==> src/sv/bilinear_image_scaler_core_assert.svh <==
// Assertion macros shared by the scaler modules.
// Depends on nothing; included inside module bodies.
`ifndef BILINEAR_IMAGE_SCALER_CORE_ASSERT_SVH
`define BILINEAR_IMAGE_SCALER_CORE_ASSERT_SVH
// implication checked on every clock edge outside reset
`define BIS_ASSERT_IMPL(label, clk, rst_n, ante, cons) \
	label: assert property (@(posedge clk) disable iff (!rst_n) (ante) |-> (cons)) \
		else $error("assertion failed");
// next-cycle implication
`define BIS_ASSERT_NEXT(label, clk, rst_n, ante, cons) \
	label: assert property (@(posedge clk) disable iff (!rst_n) (ante) |=> (cons)) \
		else $error("assertion failed");
`endif

==> src/sv/bis_pkg.sv <==
`default_nettype none
// Shared types and constants for the bilinear image scaler.
// Depends on nothing.
package bis_pkg;
	localparam int REG_ROWS = 0;
	localparam int REG_COLS = 1;
	localparam int REG_RSTEP = 2;
	localparam int REG_CSTEP = 3;
	localparam int REG_MODE = 4;
	localparam int CFG_W = 26;
	localparam int CFG_IDX_W = 3;
	localparam int COORD_W = 10;
	localparam int PIX_W = 8;

	// frame and coordinate geometry; port widths are sized for these
	localparam int MAX_SRC_DIM = 512;
	localparam int MAX_DST_DIM = 1024;
	localparam int FRAC_BITS = 16;

	// controller state, one-hot
	typedef enum logic [6:0] {
		ST_IDLE = 7'b0000001,
		ST_MUL  = 7'b0000010,
		ST_ADR  = 7'b0000100,
		ST_RD   = 7'b0001000,
		ST_W1   = 7'b0010000,
		ST_W2   = 7'b0100000,
		ST_OUT  = 7'b1000000
	} state_t;

	// controller to datapath commands
	typedef struct packed {
		logic load;      // capture request
		logic write_px;  // store source pixel
		logic mul;       // form source positions
		logic adr;       // clamp and latch addresses
		logic rd;        // issue neighbor read (index in rd_sel)
		logic [1:0] rd_sel;
		logic acc;       // accumulate weighted term
		logic acc_clr;
		logic done;      // present result
	} dp_cmd_t;
endpackage
`default_nettype wire

==> src/sv/bis_ctrl.sv <==
`default_nettype none
// Scaler controller: sequences one request through the datapath.
// Depends on bis_pkg and the assertion macro header.
module bis_ctrl (
	input  wire logic clk,
	input  wire logic arst_n,
	input  wire logic start,
	input  wire logic func,
	input  wire logic in_range,   // compute destination inside the frame
	output logic busy,
	output bis_pkg::dp_cmd_t cmd
);
	import bis_pkg::*;
	`include "bilinear_image_scaler_core_assert.svh"

	state_t state_q;
	logic [1:0] nb_q;   // neighbor counter: four reads, one each cycle
	logic go;

	assign go = start && !busy;
	assign busy = (state_q != ST_IDLE);

	always_ff @(posedge clk or negedge arst_n) begin
		if (!arst_n) begin
			state_q <= ST_IDLE;
			nb_q <= 2'd0;
		end else begin
			case (state_q)
				ST_IDLE: begin
					if (go && func && in_range) state_q <= ST_MUL;
				end
				ST_MUL: state_q <= ST_ADR;
				ST_ADR: begin
					nb_q <= 2'd0;
					state_q <= ST_RD;
				end
				ST_RD: begin
					nb_q <= nb_q + 2'd1;
					if (nb_q == 2'd3) state_q <= ST_W1;
				end
				ST_W1: state_q <= ST_W2;
				ST_W2: state_q <= ST_OUT;
				ST_OUT: state_q <= ST_IDLE;
				default: state_q <= ST_IDLE;
			endcase
		end
	end

	// read pipeline: read issued in RD, data next cycle, then the registered product
	logic rd_s1, rd_s2;
	always_ff @(posedge clk or negedge arst_n) begin
		if (!arst_n) begin
			rd_s1 <= 1'b0;
			rd_s2 <= 1'b0;
		end else begin
			rd_s1 <= (state_q == ST_RD);
			rd_s2 <= rd_s1;
		end
	end

	always_comb begin
		cmd = '0;
		cmd.load = go;
		cmd.write_px = go && !func;
		cmd.mul = (state_q == ST_MUL);
		cmd.adr = (state_q == ST_ADR);
		cmd.acc_clr = (state_q == ST_ADR);
		cmd.rd = (state_q == ST_RD);
		cmd.rd_sel = nb_q;
		cmd.acc = rd_s2;
		cmd.done = (state_q == ST_OUT);
	end

	`BIS_ASSERT_NEXT(a_out_idle, clk, arst_n, state_q == ST_OUT, state_q == ST_IDLE)
	`BIS_ASSERT_IMPL(a_acc_only_late, clk, arst_n, cmd.acc,
		state_q == ST_RD || state_q == ST_W1 || state_q == ST_W2)
	`BIS_ASSERT_NEXT(a_start_busy, clk, arst_n, go && func && in_range, busy)
endmodule
`default_nettype wire

==> config.mk <==
export PLATFORM = sky130hd
export DESIGN_NAME = bis_ctrl
export DESIGN_NICKNAME = d
export VERILOG_FILES = /design/src/sv/bis_pkg.sv /design/src/sv/bis_ctrl.sv
export VERILOG_INCLUDE_DIRS = /design/src /design/src/sv
export SDC_FILE = /design/constraint.sdc
export NUM_CORES = 1
export LEC_CHECK = 0
export BUFFER_PORTS_ARGS = -buffer_cell sky130_fd_sc_hd__buf_2
export CAP_MARGIN = 15
export CORE_AREA = 2 2 39 41
export CTS_CLUSTER_DIAMETER = 150
export CTS_CLUSTER_SIZE = 20
export DETAILED_ROUTE_END_ITERATION = 10
export DIE_AREA = 0 0 41 43
export PLACE_DENSITY = 0.7
export SLEW_MARGIN = 30
export SYNTH_ARGS = -nofsm -noshare
export SYNTH_HDL_FRONTEND = slang
export SYNTH_SLANG_ARGS = --single-unit
==> constraint.sdc <==
create_clock -name clk -period 1.9 [get_ports clk]
set_input_delay 0.19 -clock clk [delete_from_list [all_inputs] [get_ports clk]]
set_output_delay 0.19 -clock clk [all_outputs]
set_load 0.01 [all_outputs]
==> reports/qor.txt, run 1 <==
deepest clock path buffer count - 2
largest net degree at the start of global routing - 12
1st-pass router iterations - 4
critical path, cell by cell - or4_4, nor4b_2, buf_2
Yosys reg bits - 11
worst path bufs/invs - 1
Tot GR Track Use - 14.1%
synthesized area per cell - 9.99 um2
Max FO, Critical Path - 4
Hold Path Depth - 3
Post-synth EDFFs - 0
number of routed nets with antenna violations - 0
setup TNS - 0 ns
part of the cycle the worst path needs - 95.2%
CP Data Arrival Time - 1.62 ns
first-pass GRT wire length - 1660 um
full die area - 1760 um2
R2R Setup Slk - 0.28 ns
Crit Reg-Reg Endpoint - state_q[0]$_DFFE_PN1P_
sequential power share - 43.6%
CP endpoint kind - output port
Clock transition at path regs - 0.07 ns
Clock Power Share - 25.1%
Area contributors post-synth - dfrtp_1 (42%), dfstp_2 (4.4%), nor4b_1 (4.4%), nor2b_1 (4.2%), buf_4 (3.8%)
Slew Limit Fails - 0
sw frac - 32.1%
Max VDD drop - 0.000386 V
Starting Density - 43.3%
Syn. warnings - 0
CTS root buf - clkbuf_4
Max Cap Viol - 0
most common library cells after synthesis - dfrtp_1 (10), nand2_1 (6), nor2_1 (5)
final hold violations - 0
CP peak stage delay - 0.57 ns
Crit Path Category - reg2out
Skew-Pair Late Insertion Delay - 0.27 ns
GPL Wtd Cong - 0.742
Pint - 0.000428 W
routed wire length - 1070 um
IO Pins - 16
Leak - 0.356 nW
Largest delay share family, worst path - simple AND/OR/NAND/NOR gates
Setup Viol. Count Final - 0
die span in x - 41 um
Routed wire per std cell - 11.5 um
minimum clock period - 1.81 ns
fmax - 553 MHz
Nets - 84
most common cell in the netlist - dfrtp_1
final core occ - 52.8%
Worst path slowest cell - or4_4
initial antenna violation count - 0
initial DRC count - 9
CTS Buf Count - 3
Final Skew - 0.000957 ns
Synth top area share - 41.8%
leading area contributor after synthesis - dfrtp_1
Net Sw Power - 0.000202 W
hpwl dp - 760 um
CP startpoint kind - flip-flop
PortBufs - 15
Cells after Synth - 60
GR Overflow Total - 0
status - finished, final reports clean
register area share after synthesis - 46.1%
Slew @ Worst Pin - 0.251 ns
DRC - 0
CTS tree - yes
syn nets - 66
WHS - 0.150 ns
required time of the critical path - 1.71 ns
Worst R2R Path Depth - 4
vias in the first global route - 431
FF-to-FF Start - state_q[2]$_DFFE_PN0P_
share of flip-flops with an asynchronous set or reset - 100%
Comb pwr share - 31.3%
DR vias - 490
n_diodes - 0
P&R area growth vs syn - 21.9%
H-tree depth - 1
CTS sink count - 11
Post-synth top flop - dfrtp_1
worst rel slew slack - 83.1%
hold wc startpoint - in_range
die height - 43 um
Cell Rows - 14
type of the tightest min-delay check - in2reg
hold endpoint - state_q[1]$_DFFE_PN0P_
fillcell total - 136
via-per-instance ratio - 5.27
Post-Syn Area - 599 um2
PwrDens - 863 nW/um2
Distinct cells, synth - 28
Core ar. - 1380 um2
fraction of layout cells with a size suffix above 1 - 36.4%
[per-stage QoR]
step           cells  instance area [um2]  total power [W]  worst slack [ns]
6_report          93                  731         0.000631            0.0919
5_1_grt           93                  731         0.000665          -0.00143
4_1_cts           93                  713         0.000632            0.0161
3_5_place_dp      88                  672         0.000472             0.213
3_3_place_gp      88                  672         0.000471             0.288
2_1_floorplan     60                  599         0.000427             0.190
[final cells by class]
type                       count  area, um2  area share, %
clock buffer                   4       26.3           3.60
inverter                       2       7.51           1.03
sequential                    11        277           37.8
timing repair buffer          18        100           13.7
multi-input combinational     42        300           41.1
tap                           16       20.0           2.74
[metal layers]
metal,vias up,part of all wire (%),global-route usage [%],routed length [um]
li1,242,-,-,-
met1,233,46,17.4,488
met2,10,47,21.6,503
met3,5,4.4,3.14,47
met4,0,2.3,8.00,25
met5,-,0,0,0
[worst reg2reg max path, delay by kind of cell (launching register included)]
kind,cells,cell delay (ns)
AOI/OAI and AO/OA,1,0.20
adders and majority gates,1,0.34
DFF,1,0.38
and+or+nand+nor,2,0.64
[sequential cells by signal, summed over array words and instances, names as in the netlist]
name and cells:
rd_s2 1, rd_s1 1, state_q 7, nb_q 2
[logic make-up (layout without fill, tap and decap cells)]
logic type      Yosys count  in the layout  synth area share (%)
xor+xnor                  1              1                  1.46
buf+inv                   7             24                  7.52
flops                    11             11                  46.1
compound gates           10             10                  11.5
fa+ha+maj                 2              2                  3.97
simple gates             29             29                  29.4
[timing repair]
action,in CTS,in global routing
endpoints found under the hold margin,10,0
gates resized for setup,1,3
endpoints found under the setup margin,1,3
hold buffers,1,0
setup buffers,0,0
[cell usage in the layout (no fill, tap or decap)]
| cell | instances |
|---|---|
| a211oi_1 | 1 |
| a211oi_2 | 1 |
| a21oi_1 | 2 |
| a31oi_1 | 1 |
| and2_1 | 2 |
| and3_1 | 1 |
| and4b_1 | 2 |
| buf_2 | 15 |
| buf_4 | 2 |
| clkbuf_1 | 1 |
| clkbuf_4 | 3 |
| dfrtp_1 | 10 |
| dfstp_2 | 1 |
| dlygate4sd3_1 | 1 |
| ha_1 | 1 |
| inv_1 | 2 |
| maj3_2 | 1 |
| nand2_1 | 6 |
| nand3_1 | 1 |
| nor2_1 | 5 |
| nor2b_1 | 4 |
| nor3_4 | 1 |
| nor3b_2 | 1 |
| nor4b_1 | 2 |
| nor4b_2 | 1 |
| o21ai_0 | 3 |
| o2bb2ai_1 | 2 |
| or2b_1 | 1 |
| or3b_2 | 1 |
| or4_4 | 1 |
| xor2_1 | 1 |
[worst max-delay path by stage]
stage,from,to,slack (ns),depth (start not counted)
4_1_cts,state_q[5]$_DFFE_PN0P_,cmd[5],0.02,4
2_1_floorplan,state_q[2]$_DFFE_PN0P_,cmd[0],0.19,3
3_3_place_gp,state_q[2]$_DFFE_PN0P_,state_q[0]$_DFFE_PN1P_,0.29,4
3_5_place_dp,state_q[5]$_DFFE_PN0P_,cmd[5],0.21,4
6_report,state_q[2]$_DFFE_PN0P_,cmd[0],0.09,3
5_1_grt,state_q[2]$_DFFE_PN0P_,cmd[0],-0.001,3
[power groups by stage]
stage / Sequential, W / Combinational, W / Clock [W]
3_5_place_dp: 0.000279 / 0.000193 / 0
5_1_grt: 0.000278 / 0.000218 / 0.000169
3_3_place_gp: 0.000279 / 0.000192 / 0
4_1_cts: 0.000275 / 0.000196 / 0.000162
2_1_floorplan: 0.000276 / 0.000151 / 0
6_report: 0.000275 / 0.000197 / 0.000158
No activity file was read; power rests on OpenSTA's default activity.
==> run 2, diff against run 1 <==
--- a/config.mk
+++ b/config.mk
@@ -6,6 +6,7 @@
 export SDC_FILE = /design/constraint.sdc
 export NUM_CORES = 1
 export LEC_CHECK = 0
+export ABC_AREA = 1
 export BUFFER_PORTS_ARGS = -buffer_cell sky130_fd_sc_hd__buf_2
 export CAP_MARGIN = 15
 export CORE_AREA = 2 2 39 41
@@ -13,7 +14,7 @@
 export CTS_CLUSTER_SIZE = 20
 export DETAILED_ROUTE_END_ITERATION = 10
 export DIE_AREA = 0 0 41 43
-export PLACE_DENSITY = 0.7
+export PLACE_DENSITY = 0.67
 export SLEW_MARGIN = 30
 export SYNTH_ARGS = -nofsm -noshare
 export SYNTH_HDL_FRONTEND = slang
==> constraint.sdc (replaced) <==
create_clock -name clk -period 2 [get_ports clk]
set_input_delay 0.2 -clock clk [delete_from_list [all_inputs] [get_ports clk]]
set_output_delay 0.2 -clock clk [all_outputs]
set_load 0.01 [all_outputs]
==> run 2 against run 1 <==
Area after synthesis shrank 6.3%. Utilization decreased by 4.3 points. Die area is the same.
==> reports/qor.txt, run 2 <==
status - finished, final reports clean
Slew @ Worst Pin - 0.242 ns (-0.00848 ns)
simple-gate share of the synthesized area - 35.2% (+5.8 points)
synthesized area per cell - 8.64 um2 (-13%)
type of the tightest min-delay check - in2reg
Worst R2R Path Depth - 7 (+3)
area share of xor/xnor cells in the synthesized design - 0% (-1.5 points)
max reg flops - 7 (unchanged)
placed cell area - 634 um2 (-5.6%)
Starting Density - 40.6% (-2.7 points)
minimum clock period - 1.62 ns
Setup Viol. Count Final - 0 (unchanged)
Worst path slowest cell - dfstp_2
Max FO, Critical Path - 4 (unchanged)
DR vias - 443 (-9.6%)
fin area - 671 um2 (-8.2%)
routed wire length - 926 um (-13%)
syn nets - 71 (+7.6%)
FF-to-FF Start - state_q[0]$_DFFE_PN1P_
initial DRC count - 4 (-5)
CTS Buf Count - 3 (unchanged)
mux share of post-synthesis cell area - 0% (unchanged)
hold endpoint - state_q[1]$_DFFE_PN0P_
fraction of layout cells with a size suffix above 1 - 45.1% (+8.8 points)
Hold Path Depth - 3 (unchanged)
fmax - 618 MHz
commonest non-fill, non-tap cell in the layout - buf_2
Syn. warnings - 0 (unchanged)
Yosys reg bits - 11 (unchanged)
Max Cap Viol - 0 (unchanged)
Crit Reg-Reg Endpoint - state_q[4]$_DFFE_PN0P_
final hold violations - 0 (unchanged)
CP startpoint kind - flip-flop
most common library cells after synthesis - dfrtp_1 (10), nand2_1 (10), nor2_1 (9)
Nets - 89 (+6.0%)
leading area contributor after synthesis - dfrtp_1
commonest non-fill, non-tap cells in the layout - buf_2 (15), nand2_1 (10), dfrtp_1 (10), nor2_1 (9), inv_2 (7)
unrepaired setup endpoints after global routing - false
register area share after synthesis - 49.2% (+3.1 points)
die height - 43 um (unchanged)
worst rel slew slack - 83.9% (+0.80 points)
hpwl dp - 754 um (-0.74%)
critical path, cell by cell - inv_2, nor2_2, nand2_2, nor2_4, nand2_2, nor2_1, buf_2
H-tree depth - 1 (unchanged)
Distinct cells, synth - 16 (-43%)
largest net degree at the start of global routing - 12 (unchanged)
Cell Rows - 14 (unchanged)
registers with the most flip-flops - state_q: 7 flops, nb_q: 2 flops
Final Skew - 0.00660 ns (+0.00564 ns)
CTS sink count - 11 (unchanged)
CP endpoint kind - output port
GPL Wtd Cong - 0.720 (-3.0%)
hold wc startpoint - in_range
DRC - 0 (unchanged)
part of the cycle the worst path needs - 80.9%
deepest clock path buffer count - 2 (unchanged)
PwrDens - 897 nW/um2 (+4.0%)
Slew Limit Fails - 0 (unchanged)
R2R Setup Slk - 0.84 ns (+0.56 ns)
required time of the critical path - 1.80 ns (+0.09 ns)
Core ar. - 1380 um2 (unchanged)
worst path bufs/invs - 2 (+1)
Tot GR Track Use - 12.9% (-1.2 points)
first-pass GRT wire length - 1590 um (-4.5%)
CP Data Arrival Time - 1.42 ns (-0.20 ns)
initial antenna violation count - 0 (unchanged)
Leak - 0.387 nW (+8.6%)
Post-Syn Area - 562 um2 (-6.3%)
number of routed nets with antenna violations - 0 (unchanged)
Skew-Pair Late Insertion Delay - 0.26 ns (about the same)
CP peak stage delay - 0.56 ns (about the same)
via-per-instance ratio - 4.52 (-14%)
Max VDD drop - 0.000383 V (-0.79%)
Post-synth EDFFs - 0 (unchanged)
CTS root buf - clkbuf_4
Area contributors post-synth - dfrtp_1 (45%), nand2_1 (6.7%), nor2_2 (6.7%), nor2_1 (6.0%), nand3_1 (5.3%)
Clock transition at path regs - 0.07 ns (about the same)
largest family of logic cells by synthesized area - simple AND/OR/NAND/NOR gates
Routed wire per std cell - 9.45 um (-17%)
Largest delay share family, worst path - flip-flops
Synth top area share - 44.5% (+2.8 points)
PortBufs - 15 (unchanged)
most flop-heavy register - state_q
Cells after Synth - 65 (+8.3%)
1st-pass router iterations - 4 (unchanged)
final core occ - 48.5% (-4.3 points)
die span in x - 41 um (unchanged)
fillcell total - 137 (+0.74%)
CTS tree - yes
P&R area growth vs syn - 19.4%
GR Overflow Total - 0 (unchanged)
n_diodes - 0 (unchanged)
vias in the first global route - 411 (-4.6%)
Crit Path Category - reg2out
full die area - 1760 um2 (unchanged)
Synth Area in Adders - 2.23% (-1.7 points)
most frequent CP cell - nand2_2
share of flip-flops with an asynchronous set or reset - 100% (unchanged)
compound-gate portion of the synthesized area - 2.00% (-9.5 points)
Post-synth top flop - dfrtp_1
setup TNS - 0 ns (unchanged)
WHS - 0.160 ns (+0.0102 ns)
IO Pins - 16 (unchanged)
==> run 2: area by class of cell <==
class | count | area (um2) | share of cell area [%]
Multi-Input combinational cell | 40 | 221 | 33.0
Tap cell | 16 | 20.0 | 2.99
Timing Repair Buffer | 16 | 85.1 | 12.7
Inverter | 11 | 41.3 | 6.16
Clock buffer | 4 | 26.3 | 3.92
Sequential cell | 11 | 277 | 41.2
==> run 2: worst max path at each step <==
stage / endpoint / startpoint / cells after the start
floorplan: cmd[8] / state_q[0]$_DFFE_PN1P_ / 6
global placement: cmd[8] / state_q[0]$_DFFE_PN1P_ / 7
detailed placement: cmd[8] / state_q[0]$_DFFE_PN1P_ / 7
CTS: cmd[8] / state_q[0]$_DFFE_PN1P_ / 7
global route: cmd[8] / state_q[0]$_DFFE_PN1P_ / 7
finish: cmd[8] / state_q[0]$_DFFE_PN1P_ / 7
==> run 2: stage by stage <==
stage	setup WS (ns)	cells	total power [W]
finish	0.381	98	0.000602
global route	0.269	98	0.000654
CTS	0.369	98	0.000611
detailed placement	0.678	93	0.000458
global placement	0.712	93	0.000455
floorplan	0.762	65	0.000411
==> run 2: report_power, final <==
group	internal, W	switching, W
clock	0.0000770	0.0000706
sequential	0.000252	0.0000230
combinational	0.0000706	0.000108
total	0.000400	0.000202
==> run 2: logic make-up (layout without fill, tap and decap cells) <==
group	Yosys count	count (layout)
AO/OA/AOI/OAI	2	2
adder cells (fa/ha/maj)	1	1
buffers and inverters	14	31
flip-flops	11	11
AND/OR/NAND/NOR	37	37
==> run 2: worst reg2reg max path: stages, from the launching register on <==
cell	delay (ns)
dfstp_2	0.56
inv_2	0.04
nor2_2	0.08
nand2_2	0.06
nor2_4	0.11
nand2_1	0.09
nand3_1	0.08
inv_1	0.04
==> run 2: timing repair <==
| item | in CTS | in global routing |
|---|---|---|
| resized for setup | 0 | 0 |
| hold buffers | 1 | 0 |
| buffers inserted | 0 | 0 |
| hold endpoints to repair | 10 | 0 |
==> run 2: routing by layer <==
| layer | share of wire, % | up-vias | global-route usage, % |
|---|---|---|---|
| met1 | 46 | 203 | 17.6 |
| met2 | 49 | 8 | 18.4 |
| met5 | 0 | - | 0 |
| li1 | - | 232 | - |
| met4 | 0 | 0 | 6.00 |
| met3 | 5.1 | 0 | 3.66 |
==> run 3, diff against run 2 <==
--- a/config.mk
+++ b/config.mk
@@ -9,12 +9,12 @@
 export ABC_AREA = 1
 export BUFFER_PORTS_ARGS = -buffer_cell sky130_fd_sc_hd__buf_2
 export CAP_MARGIN = 15
-export CORE_AREA = 2 2 39 41
+export CORE_MARGIN = 2
+export CORE_UTILIZATION = 43
 export CTS_CLUSTER_DIAMETER = 150
 export CTS_CLUSTER_SIZE = 20
 export DETAILED_ROUTE_END_ITERATION = 10
-export DIE_AREA = 0 0 41 43
-export PLACE_DENSITY = 0.67
+export PLACE_DENSITY = 0.71
 export SLEW_MARGIN = 30
 export SYNTH_ARGS = -nofsm -noshare
 export SYNTH_HDL_FRONTEND = slang
==> constraint.sdc (replaced) <==
create_clock -name clk -period 1.4 [get_ports clk]
set_input_delay 0.14 -clock clk [delete_from_list [all_inputs] [get_ports clk]]
set_output_delay 0.14 -clock clk [all_outputs]
set_load 0.01 [all_outputs]
==> run 3 against run 2 <==
The flow now finishes with violations (negative setup slack). Utilization grew 13 points. Critical path depth is the same. Worst setup slack lost 0.49 ns. Largest cell class unchanged. Highest routed layer is now met4.
==> reports/qor.txt, run 3 (same netlist as run 2, synthesis figures left out) <==
Worst path slowest cell - dfstp_2
via-per-instance ratio - 4.54 (+0.38%)
first-pass GRT wire length - 1760 um (+11%)
FF-to-FF Start - state_q[0]$_DFFE_PN1P_
H-tree depth - 1 (unchanged)
CP endpoint kind - output port
Skew-Pair Late Insertion Delay - 0.26 ns (about the same)
critical path, cell by cell - inv_2, nor2_2, nand2_2, nor2_4, nand2_2, nor2_1, buf_2
Clock transition at path regs - 0.07 ns (about the same)
commonest non-fill, non-tap cell in the layout - buf_2
Starting Density - 44.9% (+4.3 points)
Setup Viol. Count Final - 6 (+6)
registers with the most flip-flops - state_q: 7 flops, nb_q: 2 flops
hpwl dp - 772 um (+2.4%)
minimum clock period - 1.51 ns
CP Data Arrival Time - 1.37 ns (-0.05 ns)
Pint - 0.000674 W (+69%)
worst path bufs/invs - 2 (unchanged)
P&R area growth vs syn - 38.1%
deepest clock path buffer count - 2 (unchanged)
CTS root buf - clkbuf_4
Net Sw Power - 0.000334 W (+66%)
Cell Rows - 13 (-1)
fraction of layout cells with a size suffix above 1 - 54.9% (+9.8 points)
Max VDD drop - 0.000619 V (+62%)
die span in x - 40.1 um (-2.1%)
Worst path depth - 7 (unchanged)
CTS tree - yes
DR vias - 481 (+8.6%)
part of the cycle the worst path needs - 108%
Critical path origin - state_q[0]$_DFFE_PN1P_
initial antenna violation count - 0 (unchanged)
routed wire length - 1120 um (+21%)
most frequent CP cell - nand2_2
Leak - 0.436 nW (+13%)
sw frac - 33.1% (-0.40 points)
vias in the first global route - 439 (+6.8%)
Largest delay share family, worst path - flip-flops
GR Overflow Total - 0 (unchanged)
largest net degree at the start of global routing - 12 (unchanged)
Worst setup endpoint - cmd[8]
PwrDens - 1300 nW/um2 (+45%)
die height - 40.1 um (-6.6%)
type of the tightest min-delay check - in2reg
number of routed nets with antenna violations - 0 (unchanged)
IO Pins - 16 (unchanged)
1st-pass router iterations - 3 (-1)
full die area - 1610 um2 (-8.6%)
R2R Setup Slk - 0.05 ns (-0.79 ns)
final hold violations - 0 (unchanged)
worst setup margin - -0.113 ns (-0.494 ns)
Nets - 98 (+10%)
GPL Wtd Cong - 0.723 (+0.46%)
Crit Path Category - reg2out
failing checks - negative setup slack
worst rel slew slack - 84.1% (+0.29 points)
max reg flops - 7 (unchanged)
Core ar. - 1250 um2 (-9.5%)
unrepaired setup endpoints after global routing - true
Slew Limit Fails - 0 (unchanged)
Worst R2R Path Depth - 10 (+3)
Routed wire per std cell - 10.6 um (+12%)
Overall Power - 0.00101 W (+68%)
required time of the critical path - 1.26 ns (-0.54 ns)
CTS sink count - 11 (unchanged)
CP peak stage delay - 0.54 ns (-0.02 ns)
status - finished, violations left
Max Cap Viol - 0 (unchanged)
DRC - 0 (unchanged)
fmax - 661 MHz
Slew @ Worst Pin - 0.238 ns (-0.00437 ns)
n_diodes - 0 (unchanged)
DP Worst Slack - 0.151 ns (-0.528 ns)
Max FO, Critical Path - 3 (-1)
Clock Power Share - 21.0% (-3.5 points)
Comb pwr share - 40.2% (+11 points)
Crit Reg-Reg Endpoint - state_q[1]$_DFFE_PN0P_
sequential power share - 38.8% (-7.0 points)
CP startpoint kind - flip-flop
most flop-heavy register - state_q
PortBufs - 15 (unchanged)
Final Skew - 0.00651 ns (-0.0000864 ns)
Tot GR Track Use - 16.7% (+3.8 points)
commonest non-fill, non-tap cells in the layout - buf_2 (13), nor2_1 (9), dfrtp_1 (9), buf_4 (9), nand2_1 (8)
CTS Buf Count - 3 (unchanged)
initial DRC count - 5 (+1)
==> run 3: power by group through the flow <==
stage / Clock (W) / Combinational, W / Sequential [W]
after floorplan: 0 / 0.000184 / 0.000403
after global placement: 0 / 0.000253 / 0.000399
after detailed placement: 0 / 0.000262 / 0.000399
after CTS: 0.000216 / 0.000365 / 0.000391
after global routing: 0.000229 / 0.000451 / 0.000395
final: 0.000212 / 0.000405 / 0.000391
==> run 3: metal layers <==
metal	global-route usage [%]	vias up	share of wire, %
li1	-	249	-
met1	20.9	225	43
met2	27.0	5	55
met3	1.67	2	2.1
met4	11.2	0	0.45
met5	0	-	0
==> run 3: repair_timing <==
item / CTS / global route
endpoints found under the setup margin: 7 / 10
resized for setup: 6 / 3
hold buffers: 1 / 0
setup buffers: 6 / 3
endpoints found under the hold margin: 11 / 0
gates cloned: 0 / 0
pin swaps: 4 / 3
==> run 3: area by class of cell <==
cell class / count / area, um2
clock buffer: 4 / 26.3
fill: 91 / 477
inverter: 11 / 41.3
multi-input combinational: 40 / 246
sequential: 11 / 278
tap: 15 / 18.8
timing repair buffer: 25 / 165
==> run 3: worst reg2reg max path: cells and delay by family, from the launching register on <==
family                 cells  cell delay (ns)
flip-flops                 1             0.54
buffers and inverters      4             0.30
AND/OR/NAND/NOR            6             0.45
==> run 3: how the worst min path moves through the flow <==
stage / slack, ns / cells past startpoint / end / start
2_1_floorplan: -0.16 / 0 / nb_q[0]$_DFFE_PN0P_ / arst_n
3_3_place_gp: 0.02 / 1 / rd_s1$_DFF_PN0_ / arst_n
3_5_place_dp: 0.01 / 1 / rd_s1$_DFF_PN0_ / arst_n
4_1_cts: 0.11 / 3 / state_q[1]$_DFFE_PN0P_ / in_range
5_1_grt: 0.11 / 3 / state_q[1]$_DFFE_PN0P_ / in_range
6_report: 0.11 / 3 / state_q[1]$_DFFE_PN0P_ / in_range
==> run 3: through the flow <==
| step | std cells | hold WS [ns] | TNS (ns) | cell area, um2 | util [%] |
|---|---|---|---|---|---|
| after detailed placement | 92 | 0.0147 | 0 | 633 | 50.5 |
| after global placement | 92 | 0.0155 | 0 | 633 | 50.5 |
| after CTS | 103 | 0.109 | -0.348 | 741 | 59.1 |
| after global routing | 106 | 0.115 | -0.979 | 776 | 61.9 |
| final | 106 | 0.111 | -0.474 | 776 | 61.9 |
| after floorplan | 65 | -0.156 | 0 | 562 | - |
